===== config.mk =====
export PLATFORM = sky130hd
export DESIGN_NAME = ipv4_header_validator_unit
export DESIGN_NICKNAME = d
export VERILOG_FILES = /design/src/rtl/core/ipv4hv_pkg.sv /design/src/rtl/core/ipv4hv_in_stage.sv /design/src/rtl/core/ipv4hv_check.sv /design/src/rtl/core/ipv4hv_out_stage.sv /design/src/rtl/core/ipv4_header_validator_unit.sv
export SDC_FILE = /design/constraint.sdc
export NUM_CORES = 1
export LEC_CHECK = 0
export BUFFER_PORTS_ARGS = -buffer_cell sky130_fd_sc_hd__buf_2
export CORE_UTILIZATION = 53
export DETAILED_ROUTE_END_ITERATION = 12
export MAX_ROUTING_LAYER = met4
export PLACE_DENSITY = 0.76
export SLEW_MARGIN = 40
export SYNTH_ARGS = -nofsm -noshare
export SYNTH_HDL_FRONTEND = slang
export SYNTH_SLANG_ARGS = --single-unit

===== constraint.sdc =====
create_clock -name aclk -period 6.7 [get_ports aclk]
set_input_delay 1.005 -clock aclk [delete_from_list [all_inputs] [get_ports aclk]]
set_output_delay 1.005 -clock aclk [all_outputs]
set_load 0.05 [all_outputs]

===== src/rtl/core/ipv4hv_pkg.sv =====
// ----------------------------------------------------------------------------
// ipv4hv_pkg
// shared types, codes and helpers of the ipv4 header validator
// ----------------------------------------------------------------------------
`default_nettype none

package ipv4hv_pkg;

    localparam int WORD_W   = 16;
    localparam int POS_W    = 5;
    localparam int HWORDS_W = 5;
    localparam int HBYTES_W = 6;
    localparam int STATUS_W = 3;
    localparam int PROTO_W  = 8;
    localparam int ADDR_W   = 32;
    localparam int CLASS_W  = 2;

    localparam int IN_DATA_W  = 32;
    localparam int OUT_DATA_W = 72;

    // status codes
    localparam logic [STATUS_W-1:0] ST_OK        = 3'd0;
    localparam logic [STATUS_W-1:0] ST_TRUNCATED = 3'd1;
    localparam logic [STATUS_W-1:0] ST_BAD_VER   = 3'd2;
    localparam logic [STATUS_W-1:0] ST_BAD_IHL   = 3'd3;
    localparam logic [STATUS_W-1:0] ST_BAD_LEN   = 3'd4;
    localparam logic [STATUS_W-1:0] ST_FRAGMENT  = 3'd5;
    localparam logic [STATUS_W-1:0] ST_BAD_CSUM  = 3'd6;

    // delivery classes
    localparam logic [CLASS_W-1:0] CLS_UDP = 2'd0;
    localparam logic [CLASS_W-1:0] CLS_TCP = 2'd1;
    localparam logic [CLASS_W-1:0] CLS_RAW = 2'd2;

    localparam logic [PROTO_W-1:0] PROTO_UDP = 8'd17;
    localparam logic [PROTO_W-1:0] PROTO_TCP = 8'd6;

    // header word positions
    localparam logic [POS_W-1:0] POS_VERSION = 5'd0;
    localparam logic [POS_W-1:0] POS_LENGTH  = 5'd1;
    localparam logic [POS_W-1:0] POS_FRAG    = 5'd3;
    localparam logic [POS_W-1:0] POS_PROTO   = 5'd4;
    localparam logic [POS_W-1:0] POS_SRC_HI  = 5'd6;
    localparam logic [POS_W-1:0] POS_SRC_LO  = 5'd7;

    localparam logic [WORD_W-1:0] MIN_BUFFER_BYTES = 16'd20;
    localparam logic [3:0]        IP_VERSION       = 4'd4;
    localparam logic [3:0]        MIN_IHL          = 4'd5;
    localparam logic [WORD_W-1:0] SUM_GOOD         = 16'hFFFF;

    typedef struct packed {
        logic [WORD_W-1:0] buffer_bytes;
        logic              first_word;
        logic [WORD_W-1:0] header_word;
    } in_word_t;

    typedef struct packed {
        logic [CLASS_W-1:0]  delivery_class;
        logic [ADDR_W-1:0]   source_address;
        logic [WORD_W-1:0]   total_length;
        logic [HBYTES_W-1:0] header_bytes;
        logic [PROTO_W-1:0]  protocol_number;
        logic [STATUS_W-1:0] status;
    } verdict_t;

    // ones-complement add with end-around carry
    function automatic logic [WORD_W-1:0] ones_add(input logic [WORD_W-1:0] a,
                                                   input logic [WORD_W-1:0] b);
        logic [WORD_W:0]   s;
        logic [WORD_W:0]   f;
        s = {1'b0, a} + {1'b0, b};
        f = {1'b0, s[WORD_W-1:0]} + {{WORD_W{1'b0}}, s[WORD_W]};
        return f[WORD_W-1:0];
    endfunction

    function automatic logic [CLASS_W-1:0] class_of(input logic [PROTO_W-1:0] p);
        logic [CLASS_W-1:0] c;
        if (p == PROTO_UDP) begin
            c = CLS_UDP;
        end else if (p == PROTO_TCP) begin
            c = CLS_TCP;
        end else begin
            c = CLS_RAW;
        end
        return c;
    endfunction

endpackage

`default_nettype wire


===== src/rtl/core/ipv4hv_in_stage.sv =====
// ----------------------------------------------------------------------------
// ipv4hv_in_stage
// input register of the validator, one item deep
// ----------------------------------------------------------------------------
`default_nettype none

module ipv4hv_in_stage (
    input  wire logic                            aclk,
    input  wire logic                            aresetn,
    input  wire logic                            s_tvalid,
    output logic                                 s_tready,
    input  wire logic [ipv4hv_pkg::IN_DATA_W-1:0] s_tdata,
    input  wire logic                            s_tuser,
    input  wire logic                            advance,
    output logic                                 word_valid,
    output ipv4hv_pkg::in_word_t                 word
);

    logic                 valid_reg;
    logic                 valid_next;
    ipv4hv_pkg::in_word_t word_reg;

    // free when empty or when the held item moves on this cycle
    assign s_tready = !valid_reg || advance;

    always_comb begin
        valid_next = valid_reg;
        if (s_tready) begin
            valid_next = s_tvalid;
        end
    end

    always_ff @(posedge aclk) begin
        if (!aresetn) begin
            valid_reg <= 1'b0;
        end else begin
            valid_reg <= valid_next;
        end
    end

    always_ff @(posedge aclk) begin
        if (s_tvalid && s_tready) begin
            word_reg.header_word  <= s_tdata[15:0];
            word_reg.buffer_bytes <= s_tdata[31:16];
            word_reg.first_word   <= s_tuser;
        end
    end

    assign word_valid = valid_reg;
    assign word       = word_reg;

endmodule

`default_nettype wire


===== src/rtl/core/ipv4hv_check.sv =====
// ----------------------------------------------------------------------------
// ipv4hv_check
// per-packet parse state, header checks and checksum accumulation
// ----------------------------------------------------------------------------
`default_nettype none

module ipv4hv_check (
    input  wire logic                 aclk,
    input  wire logic                 aresetn,
    input  wire logic                 step,
    input  wire ipv4hv_pkg::in_word_t word,
    output logic                      emit,
    output ipv4hv_pkg::verdict_t      verdict
);

    logic [ipv4hv_pkg::POS_W-1:0]    word_position_reg;
    logic [ipv4hv_pkg::HWORDS_W-1:0] header_words_reg;
    logic [ipv4hv_pkg::WORD_W-1:0]   running_sum_reg;
    logic [ipv4hv_pkg::WORD_W-1:0]   buffer_size_reg;
    logic [ipv4hv_pkg::WORD_W-1:0]   total_length_reg;
    logic [ipv4hv_pkg::PROTO_W-1:0]  protocol_reg;
    logic [ipv4hv_pkg::ADDR_W-1:0]   source_reg;
    logic                            verdict_given_reg;

    logic [ipv4hv_pkg::POS_W-1:0]    word_position_next;
    logic [ipv4hv_pkg::HWORDS_W-1:0] header_words_next;
    logic [ipv4hv_pkg::WORD_W-1:0]   running_sum_next;
    logic [ipv4hv_pkg::WORD_W-1:0]   buffer_size_next;
    logic [ipv4hv_pkg::WORD_W-1:0]   total_length_next;
    logic [ipv4hv_pkg::PROTO_W-1:0]  protocol_next;
    logic [ipv4hv_pkg::ADDR_W-1:0]   source_next;

    logic                            first;
    logic                            active;
    logic [ipv4hv_pkg::WORD_W-1:0]   w;
    logic [ipv4hv_pkg::POS_W-1:0]    pos;
    logic [ipv4hv_pkg::WORD_W-1:0]   sum_base;
    logic [ipv4hv_pkg::WORD_W-1:0]   hdr_len16;
    logic [ipv4hv_pkg::POS_W:0]      pos_plus1;
    logic                            hit;
    logic [ipv4hv_pkg::STATUS_W-1:0] status;

    assign w      = word.header_word;
    assign first  = word.first_word;
    assign active = first || !verdict_given_reg;

    always_comb begin
        // a first word restarts the packet state
        pos               = first ? '0 : word_position_reg;
        sum_base          = first ? '0 : running_sum_reg;
        header_words_next = first ? '0 : header_words_reg;
        buffer_size_next  = first ? word.buffer_bytes : buffer_size_reg;
        total_length_next = first ? '0 : total_length_reg;
        protocol_next     = first ? '0 : protocol_reg;
        source_next       = first ? '0 : source_reg;
        running_sum_next  = ipv4hv_pkg::ones_add(sum_base, w);
        hit               = 1'b0;
        status            = ipv4hv_pkg::ST_OK;

        case (pos)
            ipv4hv_pkg::POS_VERSION: begin
                header_words_next = {w[11:8], 1'b0};
                if (buffer_size_next < ipv4hv_pkg::MIN_BUFFER_BYTES) begin
                    hit    = 1'b1;
                    status = ipv4hv_pkg::ST_TRUNCATED;
                end else if (w[15:12] != ipv4hv_pkg::IP_VERSION) begin
                    hit    = 1'b1;
                    status = ipv4hv_pkg::ST_BAD_VER;
                end else if (w[11:8] < ipv4hv_pkg::MIN_IHL) begin
                    hit    = 1'b1;
                    status = ipv4hv_pkg::ST_BAD_IHL;
                end
            end
            ipv4hv_pkg::POS_LENGTH: begin
                total_length_next = w;
            end
            ipv4hv_pkg::POS_PROTO: begin
                protocol_next = w[7:0];
            end
            ipv4hv_pkg::POS_SRC_HI: begin
                source_next = {w, 16'h0000};
            end
            ipv4hv_pkg::POS_SRC_LO: begin
                source_next = {source_next[31:16], w};
            end
            default: begin
            end
        endcase

        hdr_len16 = {10'd0, header_words_next, 1'b0};
        if (pos == ipv4hv_pkg::POS_LENGTH) begin
            if ((w < hdr_len16) || (w > buffer_size_next)) begin
                hit    = 1'b1;
                status = ipv4hv_pkg::ST_BAD_LEN;
            end
        end
        if (pos == ipv4hv_pkg::POS_FRAG) begin
            if (w[13:0] != 14'd0) begin
                hit    = 1'b1;
                status = ipv4hv_pkg::ST_FRAGMENT;
            end
        end

        // last header word closes the packet with the checksum verdict
        pos_plus1 = {1'b0, pos} + 6'd1;
        if (!hit && (header_words_next != '0) &&
            (pos_plus1 >= {1'b0, header_words_next})) begin
            hit    = 1'b1;
            status = (running_sum_next == ipv4hv_pkg::SUM_GOOD) ?
                     ipv4hv_pkg::ST_OK : ipv4hv_pkg::ST_BAD_CSUM;
        end

        word_position_next = hit ? pos : pos_plus1[ipv4hv_pkg::POS_W-1:0];
    end

    assign emit = step && active && hit;

    always_comb begin
        verdict.status          = status;
        verdict.protocol_number = protocol_next;
        verdict.header_bytes    = {header_words_next, 1'b0};
        verdict.total_length    = total_length_next;
        verdict.source_address  = source_next;
        verdict.delivery_class  = ipv4hv_pkg::class_of(protocol_next);
    end

    always_ff @(posedge aclk) begin
        if (!aresetn) begin
            word_position_reg <= '0;
            header_words_reg  <= '0;
            running_sum_reg   <= '0;
            buffer_size_reg   <= '0;
            total_length_reg  <= '0;
            protocol_reg      <= '0;
            source_reg        <= '0;
            verdict_given_reg <= 1'b1;
        end else if (step && active) begin
            word_position_reg <= word_position_next;
            header_words_reg  <= header_words_next;
            running_sum_reg   <= running_sum_next;
            buffer_size_reg   <= buffer_size_next;
            total_length_reg  <= total_length_next;
            protocol_reg      <= protocol_next;
            source_reg        <= source_next;
            verdict_given_reg <= hit;
        end
    end

endmodule

`default_nettype wire


===== src/rtl/core/ipv4hv_out_stage.sv =====
// ----------------------------------------------------------------------------
// ipv4hv_out_stage
// result register holding one verdict until the sink takes it
// ----------------------------------------------------------------------------
`default_nettype none

module ipv4hv_out_stage (
    input  wire logic                             aclk,
    input  wire logic                             aresetn,
    input  wire logic                             load,
    input  wire logic                             load_valid,
    input  wire ipv4hv_pkg::verdict_t             verdict,
    output logic                                  open,
    output logic                                  m_tvalid,
    input  wire logic                             m_tready,
    output logic [ipv4hv_pkg::OUT_DATA_W-1:0]     m_tdata
);

    logic                 valid_reg;
    logic                 valid_next;
    ipv4hv_pkg::verdict_t verdict_reg;

    assign open = !valid_reg || m_tready;

    always_comb begin
        valid_next = valid_reg;
        if (load) begin
            valid_next = load_valid;
        end else if (m_tready) begin
            valid_next = 1'b0;
        end
    end

    always_ff @(posedge aclk) begin
        if (!aresetn) begin
            valid_reg <= 1'b0;
        end else begin
            valid_reg <= valid_next;
        end
    end

    always_ff @(posedge aclk) begin
        if (load && load_valid) begin
            verdict_reg <= verdict;
        end
    end

    assign m_tvalid = valid_reg;
    assign m_tdata  = {5'd0,
                       verdict_reg.delivery_class,
                       verdict_reg.source_address,
                       verdict_reg.total_length,
                       verdict_reg.header_bytes,
                       verdict_reg.protocol_number,
                       verdict_reg.status};

endmodule

`default_nettype wire


===== src/rtl/core/ipv4_header_validator_unit.sv =====
// ----------------------------------------------------------------------------
// ipv4_header_validator_unit
// ipv4 receive header validator: one verdict per packet from a word stream
// ----------------------------------------------------------------------------
//
//  channel | dir | tdata fields (lsb first)                         | tuser
//  --------+-----+--------------------------------------------------+-----------
//  s_      | in  | header_word[15:0], buffer_bytes[31:16]           | first_word
//  m_      | out | status[2:0], protocol_number[10:3],              | -
//          |     | header_bytes[16:11], total_length[32:17],        |
//          |     | source_address[64:33], delivery_class[66:65]     |
//
//  one item per cycle sustained while no untaken verdict blocks the result
//  register; an item waits in the input register and its verdict, if any, is
//  loaded into the result register once that register can take it
//  the rate is set by the single 16-bit ones-complement add and field checks
//  between the two registers
//  reset (aresetn low, synchronous) empties both registers and puts the parser
//  in the waiting-for-first-word state
//  when the result register holds an untaken verdict, the input register
//  still takes one more item; the stream stalls only once both are full
//
`default_nettype none

module ipv4_header_validator_unit (
    input  wire logic                             aclk,
    input  wire logic                             aresetn,
    // input items
    input  wire logic                             s_tvalid,
    output logic                                  s_tready,
    input  wire logic [ipv4hv_pkg::IN_DATA_W-1:0] s_tdata,   // header_word, buffer_bytes
    input  wire logic                             s_tuser,   // first_word
    // verdict items
    output logic                                  m_tvalid,
    input  wire logic                             m_tready,
    output logic [ipv4hv_pkg::OUT_DATA_W-1:0]     m_tdata    // status, protocol_number,
                                                             // header_bytes, total_length,
                                                             // source_address,
                                                             // delivery_class, zero pad
);

    logic                 word_valid;
    ipv4hv_pkg::in_word_t word;
    logic                 out_open;
    logic                 step;
    logic                 emit;
    ipv4hv_pkg::verdict_t verdict;

    // the held word is processed when the result register can take its verdict
    assign step = word_valid && out_open;

    ipv4hv_in_stage u_in (
        .aclk       (aclk),
        .aresetn    (aresetn),
        .s_tvalid   (s_tvalid),
        .s_tready   (s_tready),
        .s_tdata    (s_tdata),
        .s_tuser    (s_tuser),
        .advance    (step),
        .word_valid (word_valid),
        .word       (word)
    );

    // parse state, checks and checksum
    ipv4hv_check u_check (
        .aclk    (aclk),
        .aresetn (aresetn),
        .step    (step),
        .word    (word),
        .emit    (emit),
        .verdict (verdict)
    );

    // result register; loads an empty slot when a word passes without a verdict
    ipv4hv_out_stage u_out (
        .aclk       (aclk),
        .aresetn    (aresetn),
        .load       (step),
        .load_valid (emit),
        .verdict    (verdict),
        .open       (out_open),
        .m_tvalid   (m_tvalid),
        .m_tready   (m_tready),
        .m_tdata    (m_tdata)
    );

endmodule

`default_nettype wire


Word-level counts from Yosys, hierarchy flattened. Index checks and enable logic that the tools add are counted.

Reduce and logical (&&, ||, !) cells: 19. Multiplexer cells: 34. Equal/unequal tests: 9. Magnitude comparators: 5. $add $sub $neg: 3.

Operators with widths (number): two-way mux 16 bit (4); one-hot mux 32 bit (2 select lines) (1); two-way mux 32 bit (1); two-way mux 3 bit (9); two-way mux 5 bit (4); adder 16 x 16 -> 17 bit (1); adder 16 x 1 -> 16 bit (1); equality test 16 bit, second input constant (1); greater-than comparator 16 bit (1); < comparator 16 x 5 -> 1 bit, second input constant (1); < comparator 16 x 6 -> 1 bit (1); two-way mux 8 bit (2); equality test 5 x 3 -> 1 bit, second input constant (3); nonzero test 14 bit (1); two-way mux 1 bit (11); equality test 8 x 3 -> 1 bit, second input constant (1); equality test 8 x 5 -> 1 bit, second input constant (1); logical AND 1 bit (7); adder 5 x 1 -> 6 bit, second input constant (1); >= comparator 6 x 5 -> 1 bit (1); equality test 5 x 1 -> 1 bit, second input constant (1); equality test 5 x 2 -> 1 bit, second input constant (1); zero test 5 bit (1); nonzero test 5 bit (1); 6 further kinds (13).

Input bits: 37. Bits in registers: 200. Output and inout bits: 74. Word-level logic and storage cells: 89.

Longest topological paths before layout. Gate-level depths: netlist of the first run.

Depth in word-level cells: 15. Depth in mapped cells: 26. Depth with buffers taken out: 22.

Hierarchy. From an unflattened synthesis of the first run, not the netlist that was laid out.

Cells, all modules: 982. Area total of the unflattened synthesis: 10008.3 um2.

Modules (own cells, without submodules): ipv4hv_check (seq. area each 1981.9 um2, cells each 865, instances 1, area an instance 6849.1 um2); ipv4hv_out_stage (seq. area each 2031.9 um2, cells each 78, instances 1, area an instance 2104.5 um2); ipv4hv_in_stage (seq. area each 1011.0 um2, cells each 38, instances 1, area an instance 1048.5 um2); ipv4_header_validator_unit (seq. area each 0.0 um2, cells each 1, instances 1, area an instance 6.3 um2).

Least setup slack after synthesis of the first run. OpenSTA, ideal clock, no wires.

Path type: register to register. Start point: register u_in.word_reg (netlist bit u_in.word[16]). End point: register u_out.verdict_reg (netlist bit u_out.m_tdata[0]) (enable). Data required time: 6.208 ns. Data arrival time: 6.307 ns. Period minus slack after synthesis: 6.799 ns. Cell stages (with the launch flop): 18. Library setup time: 0.492 ns. Path buffers: 4. Setup slack: -0.099 ns. Cells stage by stage: edfxtp_1 > inv_1 > clkbuf_1 > clkbuf_1 > buf_1 > nand2_1 > ha_1 > or4b_1 > a31oi_1 > ha_1 > inv_1 > o31ai_1 > maj3_1 > a221oi_1 > nor2_1 > and4bb_2 > buf_4 > nor2_1.

Longest elaborated chain between the ends: 15. Elaborated cells between the ends (all ways): 28. Classes of those cells: add/sub: 1; order compare: 4; eq/ne: 2; mux: 11; reduce/logical: 10.

RTL lines: start, declared (line ipv4hv_in_stage.sv:21) `ipv4hv_pkg::in_word_t word_reg;`; two-way mux 5 bit (line ipv4hv_check.sv:49) `pos = first ? '0 : word_position_reg;`; zero test 5 bit (line ipv4hv_check.sv:60) `case (pos)`; two-way mux 5 bit (line ipv4hv_check.sv:60); < comparator 16 x 6 -> 1 bit (line ipv4hv_check.sv:92) `if ((w < hdr_len16) || (w > buffer_size_next)) begin`; logical OR 1 bit (line ipv4hv_check.sv:92); two-way mux 1 bit (line ipv4hv_check.sv:92); two-way mux 1 bit (line ipv4hv_check.sv:91) `if (pos == ipv4hv_pkg::POS_LENGTH) begin`; two-way mux 1 bit (line ipv4hv_check.sv:98) `if (w[13:0] != 14'd0) begin`; two-way mux 1 bit (line ipv4hv_check.sv:97) `if (pos == ipv4hv_pkg::POS_FRAG) begin`; zero test 1 bit (line ipv4hv_check.sv:106) `if (!hit && (header_words_next != '0) &&`; logical AND 1 bit (2 in a row) (line ipv4hv_check.sv:106); two-way mux 1 bit (line ipv4hv_check.sv:106); logical AND 1 bit * (line ipv4hv_check.sv:116) `assign emit = step && active && hit;`; logical AND 1 bit * (line ipv4hv_out_stage.sv:43) `if (load && load_valid) begin`; end signal, assigned (line ipv4hv_out_stage.sv:44) `verdict_reg <= verdict;`; end, declared (line ipv4hv_out_stage.sv:21) `ipv4hv_pkg::verdict_t verdict_reg;`.

Mark *: on every way between the ends. The rest lies on a longest branch, timed or not. A chain may end at the register's enable or synchronous reset.

Worst setup path in the final report of the first run.
Start point: register u_in.word_reg (netlist bit u_in.word[16]). End point: register u_out.verdict_reg (netlist bit u_out.m_tdata[1]) (data pin).

Longest elaborated chain between the ends: 13. Elaborated cells between the ends (all ways): 35. Classes of those cells: add/sub: 3; order compare: 4; eq/ne: 3; mux: 19; reduce/logical: 6.

RTL lines: branches (longest 12 deep; another with adder 16 x 16 -> 17 bit); two-way mux 3 bit * (line ipv4hv_check.sv:106); via u_check.status (one bit) (line ipv4hv_check.sv:41) `logic [ipv4hv_pkg::STATUS_W-1:0] status;`.

Mark *: on every way through the listed nets, which the timed path passes.

==> metrics, run 1 <==
initial cell density of the core 54.07%; leakage 4.859 nW; Max-Cap Viols 0; final wirelength 24780 um; total gr overflow 0; syn avg cell area 9.843 sq um; max reg flops 66; initial drt markers 782; routability congestion estimate 0.9980; Seq/Total Area, Yosys 49.55%; Post-synth EDFFs 99; P per Cell Area 242.6 nW/um^2; area of the multi-input gates 4733 sq um; die area 19570 sq um; Final Cycle Share 81.44%; total power 0.002775 W; Total Routing Usage GR 26.32%; most common cell in the netlist nand2_1; Final Hold Vio Count 0; CTS tree done; Arr. time, crit path 5630 ps; Cell variety after synth 73; min Tclk post-route 5456 ps; final setup margin 1244 ps; clk root buf clkbuf_16; hold slack 462.8 ps; Core Box Area 18640 sq um; post-CTS setup repair buffer count 0; maximum clock path buffer count 2; area grow syn2layout 13.48%; CP Max Fanout 18; worst vdd ir 0.1938 mV; fraction of registers with async set/reset 0%; Slew @ Worst Pin 790.9 ps; antenna viol nets, final 0; number of global-route vias before repair 7397; largest cells by area after synthesis edfxtp_1 (29%), dfxtp_1 (20%), nand2_1 (6.4%); CTS sink cnt 200; H-tree levels 4; Vias 8087; total CTS buffers 17; crit end category flip-flop; CTS Hold Buffers Added 0; row count 50; Slew HR 47.28%; antenna cells 0; die height 139.9 um; # IOs 111; drt pass-1 iters 5; largest net degree at the start of global routing 80; Synth top area share 29.49%; worst slack, placed 1136 ps; clk_lat worst skew 450 ps; Post-Syn Area 10080 sq um; Reg clk slew, reported paths 80 ps; register area 4995 sq um; Mapped Cells 1024; post-layout net count 1183; kind of critical path reg -> reg; RSZ-0062 raised after global routing false; initial antenna violation count 0; Placed Area 10790 sq um; post-DR wirelength/cell 18.34 um; Top FF cell, synth dfxtp_1; fill count 1530; DIE WIDTH 139.9 um; outcome finished, final reports clean; f_max 183.3 MHz; Critical Path RT 6880 ps; cell taking the most area after synthesis edfxtp_1; vias per cell 5.986; Final TNS setup 0 ps; Resize count post-CTS 0; DRC viols 0; PortBufs 104; Finish-stage setup viols 0; Hold Crit Class reg -> reg; Max Slew Vio Count 0; HPWL after DPL 15990 um; first-pass GRT wire length 38630 um; Synth Warn # 0; Synth top cells by count nand2_1 (173), dfxtp_1 (101), edfxtp_1 (99), nor2_1 (70), clkbuf_1 (48); Post-Layout Inst Area 11440 sq um; Post-Route Skew 11.93 ps; Worst setup SP type flip-flop; fraction of layout cells with a size suffix above 1 15.13%; synthesized flop and latch total 200
==> through the flow <==
| stage | util (%) | cells |
|---|---|---|
| 2_1_floorplan | - | 1029 |
| 5_1_grt | 61.36 | 1351 |
| 4_1_cts | 61.17 | 1349 |
| 3_5_place_dp | 57.90 | 1317 |
| 6_report | 61.36 | 1351 |
| 3_3_place_gp | 57.75 | 1316 |
==> final cells by class <==
cell class | count | area share [%]
repair buffers | 121 | 5.951
inverters | 34 | 1.116
well taps | 234 | 2.560
multi-input cells | 730 | 41.38
clock inverters | 13 | 1.269
clock buffers | 19 | 4.058
flip-flops and latches | 200 | 43.67
==> cell usage in the layout, fill, tap and decap left out, types with 6 or more instances in the layout <==
master	count
nor3b_1	23
nand3_1	18
a21boi_0	37
nand2_1	173
nor2_1	69
nand2b_1	9
o21a_1	8
nor3_1	13
inv_1	34
a211oi_1	8
nor4_1	7
ha_1	41
buf_4	13
o211a_1	34
o21ai_0	38
a22o_1	32
xor2_1	14
nand4_1	11
and2_1	7
a21oi_1	28
xnor2_1	13
clkbuf_16	18
buf_2	104
a21o_1	10
dfxtp_1	101
a31oi_1	8
edfxtp_1	99
nor2b_1	25
o211ai_1	8
conb_1	6
and3_1	8
mux2i_1	16
==> worst paths after layout <==
check	from	endpoint	slack, ps	depth (start not counted)
max	u_in.word[16]	u_out.m_tdata[1]	1240	22
max reg2reg	u_in.word[16]	u_out.m_tdata[1]	1240	22
min	u_check.running_sum_reg[7]	u_check.running_sum_reg[7]	460	2
min reg2reg	u_check.running_sum_reg[7]	u_check.running_sum_reg[7]	460	2
==> logic make-up (layout without fill, tap and decap cells) <==
group / Yosys count / count (layout) / synth area share [%]
buffers and inverters: 99 / 187 / 3.960
flip-flops: 200 / 200 / 49.55
adder cells (fa/ha/maj): 43 / 43 / 5.387
AO/OA/AOI/OAI: 246 / 246 / 18.14
multiplexers: 17 / 17 / 1.701
other: 1 / 6 / 0.03720
AND/OR/NAND/NOR: 391 / 391 / 18.88
XOR/XNOR: 27 / 27 / 2.346
==> critical path: stages (launching register included) <==
cell and delay [ps]:
edfxtp_1 520, buf_6 220, nor2b_1 130, ha_1 190
inv_1 70, fa_1 390, nand2b_1 210, a21oi_1 230
o211ai_1 220, a21oi_1 200, o22ai_1 110, nor2_1 110
o21ai_0 80, nand2b_1 100, ha_1 160, and3_1 240
nand3_1 210, or4_1 550, nor3b_1 250, xor2_1 100
or3_1 370, o41ai_2 390, a211oi_1 120
==> where the power goes <==
part	leakage (nW)	internal, W	switching, W
Clock	0.301	0.000533	0.000517
Sequential	1.76	0.00133	0.0000366
Combinational	2.80	0.000118	0.000238
Total	4.86	0.00198	0.000791
==> routing by layer <==
metal  global-route usage [%]  vias to the layer above  wire length [um]
met5                        -                        -                 0
met4                    10.35                        0               701
met3                    3.897                       57              1530
met2                    42.08                      299             11740
met1                    33.73                     3888             10810
li1                         -                     3843                 -
No activity file was read; power rests on OpenSTA's default activity.
==> run 2, diff against run 1 <==
Settings changed: CORE_UTILIZATION 53 to 59, PLACE_DENSITY 0.76 to 0.8.
Clock period 6.7 ns to 5.3 ns, I/O delays scaled along.
==> metrics, run 2 (synthesized netlist as in run 1, its figures left out) <==
outcome finished, final reports clean; Slew @ Worst Pin 889.5 ps (+98.67 ps); initial drt markers 970 (+24%); PortBufs 104 (unchanged); Post-Place Cells 1315 (-0.15%); Max Slew Vio Count 0 (unchanged); Total Routing Usage GR 31.37% (+5.1 points); maximum clock path buffer count 2 (unchanged); area of the multi-input gates 4775 sq um (+0.87%); fraction of layout cells with a size suffix above 1 16.47% (+1.3 points); die height 132.7 um (-5.1%); post-DR wirelength/cell 19.63 um (+7.0%); HPWL after DPL 17480 um (+9.4%); CTS tree done; CP max stage cell or4_4; Vias 8182 (+1.2%); leakage 4.931 nW (+1.5%); row count 47 (-6.0%); largest net degree at the start of global routing 84 (+5.0%); Critical Path RT 5470 ps (-1410 ps); H-tree levels 4 (unchanged); Finish-stage setup viols 0 (unchanged); total power 0.003567 W (+29%); routability congestion estimate 0.9927 (-0.53%); crit end category flip-flop; kind of critical path reg -> reg; antenna viol nets, final 0 (unchanged); Layout Cells excl Fill 1349 (-0.15%); Final Cycle Share 94.38% (+13 points); f_max 199.9 MHz (+9.1%); DIE WIDTH 132.7 um (-5.1%); Reg2Reg Launch Point u_in.word[16]; clk root buf clkbuf_16; area grow syn2layout 14.85%; Post-Layout Inst Area 11580 sq um (+1.2%); total CTS buffers 17 (unchanged); vias per cell 6.065 (+1.3%); most frequent cells in the layout nand2_1 (173), buf_2 (104), dfxtp_1 (101); total gr overflow 0 (unchanged); fill count 1255 (-18%); initial cell density of the core 60.57% (+6.5 points); initial antenna violation count 0 (unchanged); CP top delay family simple AND/OR/NAND/NOR gates; P per Cell Area 308.1 nW/um^2 (+27%); post-layout net count 1195 (+1.0%); Top cell by count, worst path ha_1; final wirelength 26480 um (+6.9%); clk_lat worst skew 440 ps (about the same); Max-Cap Viols 0 (unchanged); antenna cells 0 (unchanged); commonest non-fill, non-tap cell in the layout nand2_1; min Tclk post-route 5002 ps (-454.1 ps); DRC viols 0 (unchanged); Slew HR 40.15% (-7.1 points); Hold Crit Class reg -> reg; first-pass GRT wire length 40830 um (+5.7%); max reg flops 66 (unchanged); CP Max Fanout 6 (-12); Post-Route Skew 12.40 ps (+0.4763 ps); Arr. time, crit path 5170 ps (-460 ps); WP buf/inv 1 (-1); Core Box Area 16640 sq um (-11%); number of global-route vias before repair 7507 (+1.5%); register area 4995 sq um (unchanged); hold path startpoint u_check.source_reg[21]; Placed Area 10890 sq um (+0.92%); # IOs 111 (unchanged); CP cell instances nor2b_1, ha_1, inv_1, fa_1, nand2b_4, a21oi_2, o211ai_1, a21oi_1, o22ai_1, nor2_1, o21ai_0, nand2b_1, ha_1, and3_4, nand3_4, or4_4, nor3b_2, xor2_1, or3_1, o41ai_4, a211oi_1; Worst setup SP type flip-flop; Crit. Startpoint u_in.word[16]; CTS sink cnt 200 (unchanged); drt pass-1 iters 5 (unchanged); Final Hold Vio Count 0 (unchanged); max incr delay on CP 610 ps (+60 ps); Reg clk slew, reported paths 70 ps (about the same); worst vdd ir 0.2270 mV (+17%); die area 17610 sq um (-10%)
run 2: changes by cell type in the layout (fill, tap and decap cells not counted), moves of 2 or more:
cell / previous run / this run
buf_4: 13 / 25
bufinv_16: 0 / 2
clkinv_4: 2 / 0
inv_8: 5 / 3
run 2: worst register-to-register path, stage by stage (launching register included):
cell and delay (ps):
edfxtp_1 470, nor2b_1 160, ha_1 180, inv_1 60, fa_1 410, nand2b_4 180, a21oi_2 150, o211ai_1 200
a21oi_1 190, o22ai_1 110, nor2_1 100, o21ai_0 90, nand2b_1 90, ha_1 170, and3_4 220, nand3_4 110
or4_4 610, nor3b_2 200, xor2_1 100, or3_1 410, o41ai_4 390, a211oi_1 130
run 2: stage by stage:
| stage | setup TNS, ps | util (%) | setup WS [ps] | hold slack, ps |
|---|---|---|---|---|
| 5_1_grt | -33.27 | 69.56 | -33.27 | 482.5 |
| 3_3_place_gp | 0 | 65.45 | 411.7 | 449.6 |
| 2_1_floorplan | 0 | - | 25.37 | 434.4 |
| 6_report | 0 | 69.56 | 297.7 | 466.1 |
| 3_5_place_dp | 0 | 65.45 | 273.7 | 457.4 |
| 4_1_cts | 0 | 69.21 | 248.4 | 467.2 |
run 2: path summary, 6_finish.rpt:
kind	to	slack, ps	cells past startpoint
worst max-delay path	u_out.m_tdata[1]	300	21
worst min-delay path	u_check.source_reg[21]	470	2
worst max register to register	u_out.m_tdata[1]	300	21
worst min register to register	u_check.source_reg[21]	470	2
run 2: area by class of cell:
type                    count  share of cell area, %
clock buffers              19                  3.826
clock inverters            13                  1.567
inverters                  34                  1.102
multi-input cells         730                  41.25
flip-flops and latches    200                  43.15
well taps                 220                  2.378
repair buffers            133                  6.734
run 2: timing repair:
| action | CTS | global route |
|---|---|---|
| hold buffers | 0 | 0 |
| gates resized for setup | 0 | 8 |
| endpoints found under the setup margin | 0 | 2 |
| setup buffers | 0 | 2 |
run 2: metal layers:
layer / global-route usage (%) / wire length [um] / vias to the layer above
met5: - / 0 / -
met4: 12.64 / 818 / 0
met3: 6.130 / 1934 / 58
met2: 48.54 / 12460 / 347
met1: 40.52 / 11270 / 3897
li1: - / - / 3880
run 2: power breakdown:
part           leakage (nW)  internal [W]  total [W]  switching, W
sequential             1.76       0.00168    0.00172     0.0000360
combinational          2.87      0.000157   0.000482      0.000325
clock                 0.303      0.000734    0.00136      0.000630
total                  4.93       0.00258    0.00357      0.000992
